===== src/rtl/core/ectc_pkg.sv =====
`default_nettype none

package ectc_pkg;

  // Field widths
  localparam int unsigned SecsW   = 32;
  localparam int unsigned YearW   = 12;
  localparam int unsigned MonthW  = 4;
  localparam int unsigned DayW    = 5;
  localparam int unsigned Hour24W = 5;
  localparam int unsigned Hour12W = 4;
  localparam int unsigned MinW    = 6;
  localparam int unsigned SecW    = 6;

  // Internal widths
  localparam int unsigned DaysW    = 16;  // day count since epoch, up to 49710
  localparam int unsigned TodW     = 17;  // second of day, up to 86399
  localparam int unsigned HourRemW = 12;  // second of hour, up to 3599
  localparam int unsigned CycleW   = 6;   // four-year cycles since 1968-03-01
  localparam int unsigned DocW     = 11;  // day of cycle, up to 1460
  localparam int unsigned DoyW     = 9;   // March-based day of year, up to 365
  localparam int unsigned YoeW     = 2;   // year of cycle
  localparam int unsigned MonIdxW  = 4;   // March-based month index

  // Pipeline depth ahead of the output register
  localparam int unsigned NumStages = 7;
  typedef logic [NumStages-1:0] stage_en_t;

  // Time constants
  localparam int unsigned SecsPerDay  = 86400;
  localparam int unsigned SecsPerHour = 3600;
  localparam int unsigned SecsPerMin  = 60;

  // seconds / 86400 == ((seconds >> 7) * DayRecip) >> DayShift, exact for 32-bit input
  localparam int unsigned DayPreShift = 7;
  localparam int unsigned DayRecipW   = 26;
  localparam int unsigned DayRecip    = 50903317;
  localparam int unsigned DayShift    = 35;

  // second of day / 3600 == ((tod >> 4) * HourRecip) >> 20
  localparam int unsigned HourPreShift = 4;
  localparam int unsigned HourRecipW   = 13;
  localparam int unsigned HourRecip    = 4661;
  localparam int unsigned HourShift    = 20;

  // second of hour / 60 == ((rem >> 2) * MinRecip) >> 14
  localparam int unsigned MinPreShift = 2;
  localparam int unsigned MinRecipW   = 11;
  localparam int unsigned MinRecip    = 1093;
  localparam int unsigned MinShift    = 14;

  // Calendar counted from 1968-03-01 so the leap day closes each four-year cycle
  localparam int unsigned BaseYear     = 1968;
  localparam int unsigned EraOffset    = 671;    // days from 1968-03-01 to 1970-01-01
  localparam int unsigned SkipDay      = 48212;  // 2100-03-01, first day after the missing leap day
  localparam int unsigned DaysPerCycle = 1461;
  localparam int unsigned CycleRecip   = 45934;  // day / 1461 == (day * CycleRecip) >> 26
  localparam int unsigned CycleShift   = 26;
  localparam int unsigned DaysPerYear  = 365;
  localparam int unsigned YearRecip    = 1437;   // doc / 365 == (doc * YearRecip) >> 19
  localparam int unsigned YearShift    = 19;
  localparam int unsigned MaxYoe       = 3;
  localparam int unsigned MonthsPerYear = 12;
  localparam int unsigned JanIdx        = 10;    // March-based index of January

  // First day of each March-based month within the year
  function automatic logic [DoyW-1:0] month_start(input logic [MonIdxW-1:0] idx);
    logic [DoyW-1:0] start;
    unique case (idx)
      4'd0:    start = 9'd0;
      4'd1:    start = 9'd31;
      4'd2:    start = 9'd61;
      4'd3:    start = 9'd92;
      4'd4:    start = 9'd122;
      4'd5:    start = 9'd153;
      4'd6:    start = 9'd184;
      4'd7:    start = 9'd214;
      4'd8:    start = 9'd245;
      4'd9:    start = 9'd275;
      4'd10:   start = 9'd306;
      4'd11:   start = 9'd337;
      default: start = 9'd0;
    endcase
    return start;
  endfunction

endpackage

`default_nettype wire


===== src/rtl/core/ectc_if.sv =====
`default_nettype none

// Input channel: one epoch second count per beat
interface ectc_in_if;
  logic                        valid;
  logic                        ready;
  logic [ectc_pkg::SecsW-1:0]  epoch_seconds;

  modport source (output valid, output epoch_seconds, input ready);
  modport sink   (input valid, input epoch_seconds, output ready);
endinterface

// Output channel: one calendar date and time per beat
interface ectc_out_if;
  logic                          valid;
  logic                          ready;
  logic [ectc_pkg::YearW-1:0]    year;
  logic [ectc_pkg::MonthW-1:0]   month;
  logic [ectc_pkg::DayW-1:0]     day_of_month;
  logic [ectc_pkg::Hour24W-1:0]  hour_24;
  logic [ectc_pkg::Hour12W-1:0]  hour_12;
  logic                          is_pm;
  logic [ectc_pkg::MinW-1:0]     minute;
  logic [ectc_pkg::SecW-1:0]     second;

  modport source (output valid, output year, output month, output day_of_month,
                  output hour_24, output hour_12, output is_pm, output minute,
                  output second, input ready);
  modport sink   (input valid, input year, input month, input day_of_month,
                  input hour_24, input hour_12, input is_pm, input minute,
                  input second, output ready);
endinterface

`default_nettype wire


===== src/rtl/core/epoch_to_calendar_time.sv =====
// Epoch seconds to calendar date and time.
//
// in_i carries one epoch second count per beat (already shifted to local
// time); out_o carries the Gregorian year, month, day of month, 24-hour and
// 12-hour hour, PM flag, minute and second for it, one beat per input beat,
// in order. Every 32-bit value is a valid time (up to 2106-02-07 06:28:15).
//
// A beat accepted on in_i passes through the seven pipeline stages (day
// split by reciprocal multiply, then cycle, year and month of the date in
// parallel with hour, minute and second) and the output register to out_o.
// Throughput is one beat per cycle while the receiver does not stall out_o.
//
// Reset clears the stage valid bits and the output valid; no beat is in
// flight afterwards. When the receiver stalls, the result holds on out_o and
// the stages behind it keep filling, closing any bubbles; in_i.ready drops
// only once every stage holds a beat.
`default_nettype none

module epoch_to_calendar_time (
  input  wire logic clk_i,
  input  wire logic rst_ni,
  ectc_in_if.sink   in_i,
  ectc_out_if.source out_o
);

  localparam int unsigned DayXW = ectc_pkg::SecsW - ectc_pkg::DayPreShift;
  localparam int unsigned DayPW = DayXW + ectc_pkg::DayRecipW;
  localparam int unsigned N     = ectc_pkg::NumStages;

  ectc_pkg::stage_en_t              en;
  logic [N-1:0]                     v_q, v_d;
  logic                             out_v_q;
  logic                             out_rdy;

  logic [ectc_pkg::SecsW-1:0]       secs_1_q, secs_2_q;
  logic [DayPW-1:0]                 day_prod_d, day_prod_q;
  logic [ectc_pkg::DaysW-1:0]       days_d, days_q;
  logic [ectc_pkg::SecsW:0]         day_secs;
  logic [ectc_pkg::TodW-1:0]        tod_d, tod_q;

  logic [ectc_pkg::YearW-1:0]       year_d, year_q;
  logic [ectc_pkg::MonthW-1:0]      month_d, month_q;
  logic [ectc_pkg::DayW-1:0]        dom_d, dom_q;
  logic [ectc_pkg::Hour24W-1:0]     h24_d, h24_q;
  logic [ectc_pkg::Hour12W-1:0]     h12_d, h12_q;
  logic                             pm_d, pm_q;
  logic [ectc_pkg::MinW-1:0]        mn_d, mn_q;
  logic [ectc_pkg::SecW-1:0]        sc_d, sc_q;

  // Stage loads when empty or when the stage after it moves
  always_comb begin
    out_rdy   = !out_v_q || out_o.ready;
    en[N-1]   = !v_q[N-1] || out_rdy;
    for (int k = N - 2; k >= 0; k--) begin
      en[k] = !v_q[k] || en[k+1];
    end
    v_d[0] = en[0] ? in_i.valid : v_q[0];
    for (int k = 1; k < N; k++) begin
      v_d[k] = en[k] ? v_q[k-1] : v_q[k];
    end
  end

  assign in_i.ready = en[0];

  always_ff @(posedge clk_i or negedge rst_ni) begin
    if (!rst_ni) begin
      v_q     <= '0;
      out_v_q <= 1'b0;
    end else begin
      v_q <= v_d;
      if (out_rdy) begin
        out_v_q <= v_q[N-1];
      end
    end
  end

  // Input register
  always_ff @(posedge clk_i) begin
    if (en[0]) begin
      secs_1_q <= in_i.epoch_seconds;
    end
  end

  // Day count by reciprocal multiply
  assign day_prod_d = DayPW'(secs_1_q[ectc_pkg::SecsW-1:ectc_pkg::DayPreShift])
                    * DayPW'(ectc_pkg::DayRecip);

  always_ff @(posedge clk_i) begin
    if (en[1]) begin
      day_prod_q <= day_prod_d;
      secs_2_q   <= secs_1_q;
    end
  end

  // Split into whole days and second of day
  always_comb begin
    days_d   = day_prod_q[ectc_pkg::DayShift +: ectc_pkg::DaysW];
    day_secs = (ectc_pkg::SecsW + 1)'(days_d)
             * (ectc_pkg::SecsW + 1)'(ectc_pkg::SecsPerDay);
    tod_d    = ectc_pkg::TodW'(secs_2_q - day_secs[ectc_pkg::SecsW-1:0]);
  end

  always_ff @(posedge clk_i) begin
    if (en[2]) begin
      days_q <= days_d;
      tod_q  <= tod_d;
    end
  end

  ectc_date u_date (
    .clk_i          (clk_i),
    .en_i           (en),
    .days_i         (days_q),
    .year_o         (year_d),
    .month_o        (month_d),
    .day_of_month_o (dom_d)
  );

  ectc_tod u_tod (
    .clk_i     (clk_i),
    .en_i      (en),
    .tod_i     (tod_q),
    .hour_24_o (h24_d),
    .hour_12_o (h12_d),
    .is_pm_o   (pm_d),
    .minute_o  (mn_d),
    .second_o  (sc_d)
  );

  // Output register
  always_ff @(posedge clk_i) begin
    if (out_rdy) begin
      year_q  <= year_d;
      month_q <= month_d;
      dom_q   <= dom_d;
      h24_q   <= h24_d;
      h12_q   <= h12_d;
      pm_q    <= pm_d;
      mn_q    <= mn_d;
      sc_q    <= sc_d;
    end
  end

  assign out_o.valid        = out_v_q;
  assign out_o.year         = year_q;
  assign out_o.month        = month_q;
  assign out_o.day_of_month = dom_q;
  assign out_o.hour_24      = h24_q;
  assign out_o.hour_12      = h12_q;
  assign out_o.is_pm        = pm_q;
  assign out_o.minute       = mn_q;
  assign out_o.second       = sc_q;

  // Input backs up only when every stage is full and the output is stalled
  assert property (@(posedge clk_i) disable iff (!rst_ni)
    !in_i.ready |-> (out_o.valid && !out_o.ready && v_q == '1))
    else $error("input stalled while the pipeline has room");

  // A finished beat in the last stage reaches the output when it is free
  assert property (@(posedge clk_i) disable iff (!rst_ni)
    (v_q[N-1] && out_rdy) |=> out_o.valid)
    else $error("last stage beat lost on the way to the output");

  // Date and time fields stay in their calendar ranges
  assert property (@(posedge clk_i) disable iff (!rst_ni)
    out_o.valid |-> (out_o.month >= 4'd1 && out_o.month <= 4'd12 &&
                     out_o.day_of_month >= 5'd1 && out_o.hour_24 <= 5'd23 &&
                     out_o.minute <= 6'd59 && out_o.second <= 6'd59))
    else $error("calendar field out of range");

  // PM flag and 12-hour hour agree with the 24-hour hour
  assert property (@(posedge clk_i) disable iff (!rst_ni)
    out_o.valid |-> (out_o.is_pm == (out_o.hour_24 >= 5'd12) &&
                     out_o.hour_12 >= 4'd1 && out_o.hour_12 <= 4'd12))
    else $error("12-hour fields disagree with hour_24");

endmodule

`default_nettype wire


===== src/rtl/core/ectc_tod.sv =====
`default_nettype none

module ectc_tod (
  input  wire logic                            clk_i,
  input  wire ectc_pkg::stage_en_t             en_i,
  input  wire logic [ectc_pkg::TodW-1:0]       tod_i,
  output logic      [ectc_pkg::Hour24W-1:0]    hour_24_o,
  output logic      [ectc_pkg::Hour12W-1:0]    hour_12_o,
  output logic                                 is_pm_o,
  output logic      [ectc_pkg::MinW-1:0]       minute_o,
  output logic      [ectc_pkg::SecW-1:0]       second_o
);

  localparam int unsigned HourXW = ectc_pkg::TodW - ectc_pkg::HourPreShift;
  localparam int unsigned HourPW = HourXW + ectc_pkg::HourRecipW;
  localparam int unsigned MinXW  = ectc_pkg::HourRemW - ectc_pkg::MinPreShift;
  localparam int unsigned MinPW  = MinXW + ectc_pkg::MinRecipW;

  logic [HourPW-1:0]                   hour_prod;
  logic [ectc_pkg::Hour24W-1:0]        h24_d, h24_4_q, h24_5_q, h24_6_q, h24_7_q;
  logic [ectc_pkg::TodW-1:0]           tod_4_q;
  logic [ectc_pkg::TodW-1:0]           hour_secs;
  logic [ectc_pkg::HourRemW-1:0]       rem_d, rem_5_q, rem_6_q;
  logic [MinPW-1:0]                    min_prod;
  logic [ectc_pkg::MinW-1:0]           mn_d, mn_6_q, mn_7_q;
  logic [ectc_pkg::HourRemW-1:0]       min_secs;
  logic [ectc_pkg::SecW-1:0]           sc_d, sc_7_q;

  // Hour of day by reciprocal multiply
  always_comb begin
    hour_prod = HourPW'(tod_i[ectc_pkg::TodW-1:ectc_pkg::HourPreShift])
              * HourPW'(ectc_pkg::HourRecip);
    h24_d     = hour_prod[ectc_pkg::HourShift +: ectc_pkg::Hour24W];
  end

  always_ff @(posedge clk_i) begin
    if (en_i[3]) begin
      h24_4_q <= h24_d;
      tod_4_q <= tod_i;
    end
  end

  // Strip whole hours
  always_comb begin
    hour_secs = ectc_pkg::TodW'(h24_4_q) * ectc_pkg::TodW'(ectc_pkg::SecsPerHour);
    rem_d     = ectc_pkg::HourRemW'(tod_4_q - hour_secs);
  end

  always_ff @(posedge clk_i) begin
    if (en_i[4]) begin
      h24_5_q <= h24_4_q;
      rem_5_q <= rem_d;
    end
  end

  // Minute by reciprocal multiply
  always_comb begin
    min_prod = MinPW'(rem_5_q[ectc_pkg::HourRemW-1:ectc_pkg::MinPreShift])
             * MinPW'(ectc_pkg::MinRecip);
    mn_d     = min_prod[ectc_pkg::MinShift +: ectc_pkg::MinW];
  end

  always_ff @(posedge clk_i) begin
    if (en_i[5]) begin
      h24_6_q <= h24_5_q;
      rem_6_q <= rem_5_q;
      mn_6_q  <= mn_d;
    end
  end

  // Second is what the minutes leave
  always_comb begin
    min_secs = ectc_pkg::HourRemW'(mn_6_q) * ectc_pkg::HourRemW'(ectc_pkg::SecsPerMin);
    sc_d     = ectc_pkg::SecW'(rem_6_q - min_secs);
  end

  always_ff @(posedge clk_i) begin
    if (en_i[6]) begin
      h24_7_q <= h24_6_q;
      mn_7_q  <= mn_6_q;
      sc_7_q  <= sc_d;
    end
  end

  // Fold to 12-hour form; midnight and noon read 12
  always_comb begin
    hour_24_o = h24_7_q;
    minute_o  = mn_7_q;
    second_o  = sc_7_q;
    is_pm_o   = (h24_7_q >= 5'd12);
    if (h24_7_q == 5'd0) begin
      hour_12_o = 4'd12;
    end else if (h24_7_q > 5'd12) begin
      hour_12_o = ectc_pkg::Hour12W'(h24_7_q - 5'd12);
    end else begin
      hour_12_o = ectc_pkg::Hour12W'(h24_7_q);
    end
  end

endmodule

`default_nettype wire


===== src/rtl/core/ectc_date.sv =====
`default_nettype none

module ectc_date (
  input  wire logic                           clk_i,
  input  wire ectc_pkg::stage_en_t            en_i,
  input  wire logic [ectc_pkg::DaysW-1:0]     days_i,
  output logic      [ectc_pkg::YearW-1:0]     year_o,
  output logic      [ectc_pkg::MonthW-1:0]    month_o,
  output logic      [ectc_pkg::DayW-1:0]      day_of_month_o
);

  localparam int unsigned CycPW  = 2 * ectc_pkg::DaysW;
  localparam int unsigned YearPW = 2 * ectc_pkg::DocW;

  logic [ectc_pkg::DaysW-1:0]    dp_base, dp_d, dp_4_q, dp_5_q;
  logic [CycPW-1:0]              cyc_prod;
  logic [ectc_pkg::CycleW-1:0]   cyc_d, cyc_5_q, cyc_6_q, cyc_7_q;
  logic [ectc_pkg::DaysW-1:0]    cyc_days;
  logic [ectc_pkg::DocW-1:0]     doc_d, doc_6_q;
  logic [YearPW-1:0]             year_prod;
  logic [2:0]                    yoe_raw;
  logic [ectc_pkg::YoeW-1:0]     yoe_d, yoe_7_q;
  logic [ectc_pkg::DocW-1:0]     yoe_days;
  logic [ectc_pkg::DoyW-1:0]     doy_d, doy_7_q;
  logic [ectc_pkg::MonIdxW-1:0]  mp;
  logic [ectc_pkg::DoyW-1:0]     day_idx;

  // Rebase to 1968-03-01; insert the leap day that 2100 lacks
  always_comb begin
    dp_base = days_i + ectc_pkg::DaysW'(ectc_pkg::EraOffset);
    dp_d    = (dp_base >= ectc_pkg::DaysW'(ectc_pkg::SkipDay))
            ? dp_base + 1'b1 : dp_base;
  end

  always_ff @(posedge clk_i) begin
    if (en_i[3]) begin
      dp_4_q <= dp_d;
    end
  end

  // Four-year cycle number
  always_comb begin
    cyc_prod = CycPW'(dp_4_q) * CycPW'(ectc_pkg::CycleRecip);
    cyc_d    = cyc_prod[ectc_pkg::CycleShift +: ectc_pkg::CycleW];
  end

  always_ff @(posedge clk_i) begin
    if (en_i[4]) begin
      dp_5_q  <= dp_4_q;
      cyc_5_q <= cyc_d;
    end
  end

  // Day within the cycle
  always_comb begin
    cyc_days = ectc_pkg::DaysW'(cyc_5_q) * ectc_pkg::DaysW'(ectc_pkg::DaysPerCycle);
    doc_d    = ectc_pkg::DocW'(dp_5_q - cyc_days);
  end

  always_ff @(posedge clk_i) begin
    if (en_i[5]) begin
      cyc_6_q <= cyc_5_q;
      doc_6_q <= doc_d;
    end
  end

  // Year of cycle, clamped so the leap day stays in the fourth year
  always_comb begin
    year_prod = YearPW'(doc_6_q) * YearPW'(ectc_pkg::YearRecip);
    yoe_raw   = year_prod[ectc_pkg::YearShift +: 3];
    yoe_d     = (yoe_raw > 3'(ectc_pkg::MaxYoe)) ? ectc_pkg::YoeW'(ectc_pkg::MaxYoe)
                                                 : yoe_raw[ectc_pkg::YoeW-1:0];
    yoe_days  = ectc_pkg::DocW'(yoe_d) * ectc_pkg::DocW'(ectc_pkg::DaysPerYear);
    doy_d     = ectc_pkg::DoyW'(doc_6_q - yoe_days);
  end

  always_ff @(posedge clk_i) begin
    if (en_i[6]) begin
      cyc_7_q <= cyc_6_q;
      yoe_7_q <= yoe_d;
      doy_7_q <= doy_d;
    end
  end

  // Month search, then fold March-based month back to January-based year
  always_comb begin
    mp = '0;
    for (int i = 1; i < ectc_pkg::MonthsPerYear; i++) begin
      if (doy_7_q >= ectc_pkg::month_start(ectc_pkg::MonIdxW'(i))) begin
        mp = ectc_pkg::MonIdxW'(i);
      end
    end
    day_idx        = doy_7_q - ectc_pkg::month_start(mp);
    day_of_month_o = ectc_pkg::DayW'(day_idx) + 1'b1;
    if (mp < ectc_pkg::MonIdxW'(ectc_pkg::JanIdx)) begin
      month_o = mp + 4'd3;
    end else begin
      month_o = mp - 4'd9;
    end
    year_o = ectc_pkg::YearW'(ectc_pkg::BaseYear)
           + ectc_pkg::YearW'({cyc_7_q, 2'b00})
           + ectc_pkg::YearW'(yoe_7_q)
           + ectc_pkg::YearW'(mp >= ectc_pkg::MonIdxW'(ectc_pkg::JanIdx));
  end

endmodule

`default_nettype wire


===== src/flat_wrapper.sv =====
// flat-port wrapper written by rule: the top's interface ports become plain ports
module epoch_to_calendar_time_flat 
  (clk_i, rst_ni, in_i_valid, in_i_epoch_seconds, in_i_ready, out_o_valid, out_o_year, out_o_month, out_o_day_of_month, out_o_hour_24, out_o_hour_12, out_o_is_pm, out_o_minute, out_o_second, out_o_ready);
  ectc_in_if in_i_i ();
  ectc_out_if out_o_i ();
  input  wire logic clk_i;
  input  wire logic rst_ni;
  input wire logic [$bits(in_i_i.valid)-1:0] in_i_valid;
  input wire logic [$bits(in_i_i.epoch_seconds)-1:0] in_i_epoch_seconds;
  output wire logic [$bits(in_i_i.ready)-1:0] in_i_ready;
  output wire logic [$bits(out_o_i.valid)-1:0] out_o_valid;
  output wire logic [$bits(out_o_i.year)-1:0] out_o_year;
  output wire logic [$bits(out_o_i.month)-1:0] out_o_month;
  output wire logic [$bits(out_o_i.day_of_month)-1:0] out_o_day_of_month;
  output wire logic [$bits(out_o_i.hour_24)-1:0] out_o_hour_24;
  output wire logic [$bits(out_o_i.hour_12)-1:0] out_o_hour_12;
  output wire logic [$bits(out_o_i.is_pm)-1:0] out_o_is_pm;
  output wire logic [$bits(out_o_i.minute)-1:0] out_o_minute;
  output wire logic [$bits(out_o_i.second)-1:0] out_o_second;
  input wire logic [$bits(out_o_i.ready)-1:0] out_o_ready;
  assign in_i_i.valid = in_i_valid;
  assign in_i_i.epoch_seconds = in_i_epoch_seconds;
  assign in_i_ready = in_i_i.ready;
  assign out_o_valid = out_o_i.valid;
  assign out_o_year = out_o_i.year;
  assign out_o_month = out_o_i.month;
  assign out_o_day_of_month = out_o_i.day_of_month;
  assign out_o_hour_24 = out_o_i.hour_24;
  assign out_o_hour_12 = out_o_i.hour_12;
  assign out_o_is_pm = out_o_i.is_pm;
  assign out_o_minute = out_o_i.minute;
  assign out_o_second = out_o_i.second;
  assign out_o_i.ready = out_o_ready;
  epoch_to_calendar_time u_core (.clk_i(clk_i), .rst_ni(rst_ni), .in_i(in_i_i), .out_o(out_o_i));
endmodule

===== config.mk =====
export PLATFORM = sky130hd
export DESIGN_NAME = epoch_to_calendar_time_flat
export DESIGN_NICKNAME = d
export VERILOG_FILES = /design/src/rtl/core/ectc_pkg.sv /design/src/rtl/core/ectc_if.sv /design/src/rtl/core/epoch_to_calendar_time.sv /design/src/rtl/core/ectc_tod.sv /design/src/rtl/core/ectc_date.sv /design/src/flat_wrapper.sv
export SDC_FILE = /design/constraint.sdc
export NUM_CORES = 2
export LEC_CHECK = 0
export ABC_AREA = 1
export BUFFER_PORTS_ARGS = -buffer_cell sky130_fd_sc_hd__clkbuf_2
export CORE_MARGIN = 2
export CORE_UTILIZATION = 60
export CTS_BUF_LIST = sky130_fd_sc_hd__clkbuf_4
export CTS_CLUSTER_SIZE = 8
export DETAILED_ROUTE_END_ITERATION = 16
export PLACE_DENSITY = 0.77
export SYNTH_ARGS = -nofsm -noshare
export SYNTH_HDL_FRONTEND = slang
export SYNTH_HIERARCHICAL = 1
export SYNTH_SLANG_ARGS = --single-unit

===== constraint.sdc =====
create_clock -name clk_i -period 7.6 [get_ports clk_i]
set_input_delay 0.76 -clock clk_i [delete_from_list [all_inputs] [get_ports clk_i]]
set_output_delay 0.76 -clock clk_i [all_outputs]
set_load 0.02 [all_outputs]

---- Yosys cells after proc, flatten, opt, wreduce, memory -nomap -nowiden ----
Memories as Yosys holds them, arrays and structs flattened.
Index checks and enable logic that the tools add are counted.
storage, ports and cells
  output and inout port bits .............. 45
  bits in registers ....................... 319
  memories ................................ 1
  bits of input ports ..................... 36
  logic and storage cells ................. 114
  ROM bits ................................ 144
operators by class
  $lt $le $gt $ge ......................... 17
  $add $sub $neg .......................... 15
  multiplexer cells ....................... 15
  multipliers ............................. 10
  reduce and logical (&&, ||, !) cells .... 17
memories
  memory           depth  width  read ports  clocked after memory_dff  wr ports  line            source
  (no name shown)  16     9      1           0                         0         ectc_pkg.sv:69  unique case (idx)
operators by type and width
  operator                  count
  $mul A25 B26 Y51 const B  1
  $mux W4                   12
  $ge A9 B8 Y1 const B      4
  $mul A16 B15 Y31 const B  1
  $ge A9 B9 Y1 const B      3
  $mul A13 B13 Y25 const B  1
  $mul A11 B11 Y22 const B  1
  $mul A10 B11 Y20 const B  1
  $ge A9 B7 Y1 const B      2
  $sub A17 B17 Y17          1
  $add A16 B1 Y16 const B   1
  $add A16 B10 Y16 const B  1
  $ge A16 B16 Y1 const B    1
  $mul A16 B10 Y10 const B  1
  $mux W16                  1
  $add A11 B8 Y12 const A   1
  $add A12 B1 Y12           1
  $add A12 B2 Y12           1
  $sub A12 B12 Y12          1
  $mul A6 B11 Y11 const B   1
  $sub A11 B11 Y11          1
  $ge A9 B5 Y1 const B      1
  $ge A9 B6 Y1 const B      1
  $mul A2 B9 Y9 const B     1
  other kinds (18)          33

---- Logic depth before layout (Yosys ltp) ----
An unclocked memory read counts as a cell.
  depth after elaboration ................. 15
  mapped depth ............................ 37
  mapped depth without buffers ............ 37

---- Hierarchy ----
Netlist, hierarchy kept.
modules (own cells, without submodules)
  module                  instances  sequential area each (um2)  area an instance (um2)  cells each
  epoch_to_calendar_time  1          4434.3                      17182.7                 1891
  ectc_date               1          2011.9                      12599.6                 1416
  ectc_tod                1          2042.0                      6820.3                  733

---- Worst setup path after synthesis ----
Ideal clock, no wire load.
  path kind ............................... register -> register
  from .................................... reg u_core/u_date/doc_6_q[6] (netlist name)
  to ...................................... reg u_core/u_date/doy_7_q[8] (netlist name), data pin
  stages on the path, launching flop included .. 38
  arrival ................................. 5.774 ns
  slack ................................... 1.577 ns
  clock period less this slack ............ 6.023 ns
  path buffers ............................ 0
  data required time ...................... 7.351 ns
  library setup time ...................... 0.249 ns
  path through ............................ edfxtp_1 fa_1 ha_1 inv_1 fa_1 inv_1 fa_1 inv_1 fa_1 inv_1 ha_1 nand2_1 nor2_1 nand2_1 o211ai_1 nand3_1 nand2_1 xor2_1 (+2 left out) nand2_1 inv_1 nor2_1 ha_1 nor2_1 fa_1 nand2_1 a21o_1 a21oi_1 o21bai_1 nand2_1 nand2_1 nand2_1 nand2_1 xor2_1 nand2_1 nand2_1 inv_1
on the way
  word-level cells in the longest chain between the ends .. 5
RTL lines
  element                           line             source
  from (decl)                       ectc_date.sv:19  logic [ectc_pkg::DocW-1:0] doc_d, doc_6_q;
  from (signal assigned)            ectc_date.sv:63  doc_6_q <= doc_d;
  $mul A11 B11 Y22 (*)              ectc_date.sv:69  year_prod = YearPW'(doc_6_q) * YearPW'(ectc_pkg::YearRecip);
  $gt A3 B2 Y1                      ectc_date.sv:71  yoe_d = (yoe_raw > 3'(ectc_pkg::MaxYoe)) ? ectc_pkg::YoeW'(ectc_pkg::MaxYoe)
  $mux W2 (*)                       ectc_date.sv:71
  net u_core.u_date.yoe_d, one bit  ectc_date.sv:22  logic [ectc_pkg::YoeW-1:0] yoe_d, yoe_7_q;
  $mul A2 B9 Y9 (*)                 ectc_date.sv:73  yoe_days = ectc_pkg::DocW'(yoe_d) * ectc_pkg::DocW'(ectc_pkg::DaysPerYear);
  $sub A9 B9 Y9 (*)                 ectc_date.sv:74  doy_d = ectc_pkg::DoyW'(doc_6_q - yoe_days);
  net u_core.u_date.doy_d, one bit  ectc_date.sv:24  logic [ectc_pkg::DoyW-1:0] doy_d, doy_7_q;
  to (signal assigned)              ectc_date.sv:81  doy_7_q <= doy_d;
  to (decl)                         ectc_date.sv:24
The timed path passes the listed nets; every way through them passes the cells marked *.
A chain may end at the register's enable or synchronous reset.

---- Final worst setup path ----
Ends and elaborated chain as after synthesis.

==> impl_metrics.env <==
export IMPL_status="finished clean"
export IMPL_synth_edf_count=276
export IMPL_slowest_delay_ns=0.60
export IMPL_netlist_area_leader_share_pct=24.71
export IMPL_r2r_start="u_core/u_date/doc_6_q[6]$_DFFE_PP_"
export IMPL_clk_pin_slew_ns=0.08
export IMPL_setup_tns_ns=0
export IMPL_crit_end="u_core/u_date/doy_7_q[8]$_DFFE_PP_"
export IMPL_first_iter_violations=1283
export IMPL_synth_cell_types=50
export IMPL_hpwlAfterDp_mm=65.53
export IMPL_rsz0062_at_grt="false"
export IMPL_io_buffers=80
export IMPL_dieHeight_um=251.0
export IMPL_vias=26060
export IMPL_start_kind="register"
export IMPL_avgViaCountPerCell=5.162
export IMPL_grt_pass1_vias=27400
export IMPL_post_cts_buffers=0
export IMPL_grt_overflow_total=0
export IMPL_cts_tree="built"
export IMPL_cts_root_buf="clkbuf_4"
export IMPL_max_freq_mhz=152.0
export IMPL_clock_skew_ns=0.07021
export IMPL_fin_crit_sh_pct=86.59
export IMPL_gp_congestion=0.9629
export IMPL_die_area_mm2=0.06300
export IMPL_ys_seq_area_share_pct=23.19
export IMPL_finalMaxSlewViolations=0
export IMPL_cp_arrival_ns=7.16
export IMPL_start_util_pct=60.64
export IMPL_die_w_um=251.0
export IMPL_wl_per_cell_um=15.23
export IMPL_syn_instance_count=4040
export IMPL_firstDrtPassIters=5
export IMPL_setup_viol=0
export IMPL_worst_setup_path_type="reg -> reg"
export IMPL_layout_drive_gt1_share_pct=6.265
export IMPL_synthTopCellsByArea="ha_1, edfxtp_1, fa_1"
export IMPL_grt_pass1_wl_mm=129.2
export IMPL_ys_ff_latch=284
export IMPL_hp_class="in -> reg"
export IMPL_finalNetCount=5343
export IMPL_drv_cap=0
export IMPL_rr_worst_depth=32
export IMPL_core_area_mm2=0.06036
export IMPL_hold_buffers=1
export IMPL_ioPinCount=81
export IMPL_yosysTopAreaCell="ha_1"
export IMPL_fillers=4862
export IMPL_timing_rr_end="u_core/u_date/doy_7_q[8]$_DFFE_PP_"
export IMPL_ys_dominant_reg_cell="edfxtp_1"
export IMPL_r2r_slack_ns=1.02
export IMPL_clockBufferDepth=3
export IMPL_avgSynthCellArea_um2=9.060
export IMPL_max_slew_margin_pct=35.99
export IMPL_syn_to_final_growth_pct=6.909
export IMPL_grt_usage_pct=25.66
export IMPL_synthArstFlopShare_pct=2.817
export IMPL_netlist_area_mm2=0.03660
export IMPL_hold_viol=0
export IMPL_crit_path_frequent_cell="nand2_1"
export IMPL_cts_sinks=284
export IMPL_startpoint="u_core/u_date/doc_6_q[6]$_DFFE_PP_"
export IMPL_rows=90
export IMPL_syn_nets=5182
export IMPL_htreeDepth=3
export IMPL_required_ns=8.18
export IMPL_worst_slew_pin_slew_ns=0.9568
export IMPL_clkLatencyLatePin_ns=0.82
export IMPL_critPathSlowestCell="edfxtp_1"
export IMPL_cts_buffers_inserted=78
export IMPL_yosysWarningCount=6
export IMPL_cts_resized=0
export IMPL_path_max_fanout=8
export IMPL_ant_nets=0
export IMPL_end_kind="register"
export IMPL_wl_mm=76.89
export IMPL_grt_max_degree=44
export IMPL_antenna_found_initial=6
export IMPL_finalCriticalPeriod_ns=6.581
export IMPL_drcViolationCount=0
==> stage by stage <==
step | hold slack (ns) | area [um^2] | setup slack, ns | util [%] | instances
global route | 0.07788 | 39130 | 0.3678 | 64.83 | 5048
global placement | 0.4005 | 37990 | 1.028 | 62.94 | 4902
finish | 0.1398 | 39130 | 1.019 | 64.83 | 5048
CTS | 0.03747 | 39120 | 0.9521 | 64.82 | 5044
floorplan | 0.4003 | 36600 | 1.577 | - | 4040
detailed placement | 0.4045 | 37990 | 0.9834 | 62.94 | 4902
==> synthesized netlist by cell type, types with 7 or more instances <==
| cell | instances |
|---|---|
| nand2_2 | 15 |
| nor2_1 | 169 |
| nand2_1 | 783 |
| o21ai_0 | 52 |
| a21oi_1 | 131 |
| nand4_1 | 45 |
| nor3_1 | 21 |
| xnor2_1 | 32 |
| edfxtp_1 | 276 |
| ha_1 | 723 |
| a31oi_1 | 10 |
| o21bai_1 | 14 |
| nor2_2 | 11 |
| nand3_1 | 122 |
| fa_1 | 383 |
| a21o_1 | 7 |
| inv_1 | 1091 |
| dfrtp_1 | 8 |
| xor2_1 | 61 |
| o211ai_1 | 7 |
| inv_2 | 11 |
==> worst max-delay path, delay by kind of cell, from the launching register on <==
family	cells	cell delay (ns)
AOI/OAI and AO/OA	6	1.05
xor gates and xnor gates	1	0.15
adders and majority gates	8	3.07
buffers and inverters	4	0.23
DFF	1	0.60
and+or+nand+nor	13	1.24
==> worst min-delay path by stage <==
stage               slack, ns                               start  cells past startpoint                               end
floorplan                0.40     u_core/day_prod_q[45]$_DFFE_PP_                      0       u_core/days_q[10]$_DFFE_PP_
global placement         0.40        u_core/secs_1_q[6]$_DFFE_PP_                      0      u_core/secs_2_q[6]$_DFFE_PP_
detailed placement       0.40  u_core/u_tod/minute_o[0]$_DFFE_PP_                      0  u_core/out_o.minute[0]$_DFFE_PP_
CTS                      0.04              in_i_epoch_seconds[23]                      1     u_core/secs_1_q[23]$_DFFE_PP_
global route             0.08              in_i_epoch_seconds[23]                      1     u_core/secs_1_q[23]$_DFFE_PP_
finish                   0.14              in_i_epoch_seconds[30]                      1     u_core/secs_1_q[30]$_DFFE_PP_
==> cell families after synthesis <==
family / after synthesis / share of synthesized area (%)
DFF: 284 / 23.19
adders and majority gates: 1106 / 45.66
xor gates and xnor gates: 93 / 2.225
and+or+nand+nor: 1204 / 13.73
buffers and inverters: 1107 / 11.40
AOI/OAI and AO/OA: 246 / 3.798
==> registers in the layout, indices dropped and copies added, names as in the netlist, 11 cells and up <==
name	count
u_core/day_prod_q	16
u_core/secs_1_q	32
u_core/u_tod/tod_4_q	12
u_core/secs_2_q	17
u_core/tod_q	17
u_core/u_date/dp_5_q	11
u_core/u_tod/rem_5_q	12
u_core/u_date/dp_4_q	16
u_core/u_date/doc_6_q	11
u_core/out_o.year	12
u_core/days_q	16
==> placed cells by master (no fill, tap or decap), types with 11 or more instances in the layout <==
master    count
inv_1      1090
nand2_1     782
ha_1        723
fa_1        383
edfxtp_1    276
nor2_1      169
a21oi_1     131
nand3_1     122
clkbuf_4    110
clkbuf_2     80
xor2_1       61
o21ai_0      52
nand4_1      45
xnor2_1      32
nor3_1       21
clkinv_1     16
nand2_2      16
o21bai_1     14
inv_2        12
nor2_2       11
==> cell type report <==
cell class	instances	area (um^2)	share of cell area [%]
Multi-Input combinational cell	2649	23950	61.19
Sequential cell	284	8488	21.69
Inverter	1102	4136	10.57
Clock buffer	110	825.8	2.110
Antenna cell	4	10.01	0.02558
Tap cell	782	978.4	2.500
Clock inverter	31	299.0	0.7642
Timing Repair Buffer	86	447.9	1.145
==> metal layers <==
layer  part of all wire [%]  vias to the layer above  GRT usage (%)
met2                     50                      548          46.33
met5                  0.066                        -              0
met4                    3.6                        8          9.439
met3                    4.2                      187          3.790
met1                     42                    12290          31.12
li1                       -                    13030              -
Power is left out: the tool's default activity adds up to more than one toggle a clock period on the data nets, which glitch-free logic cannot reach.
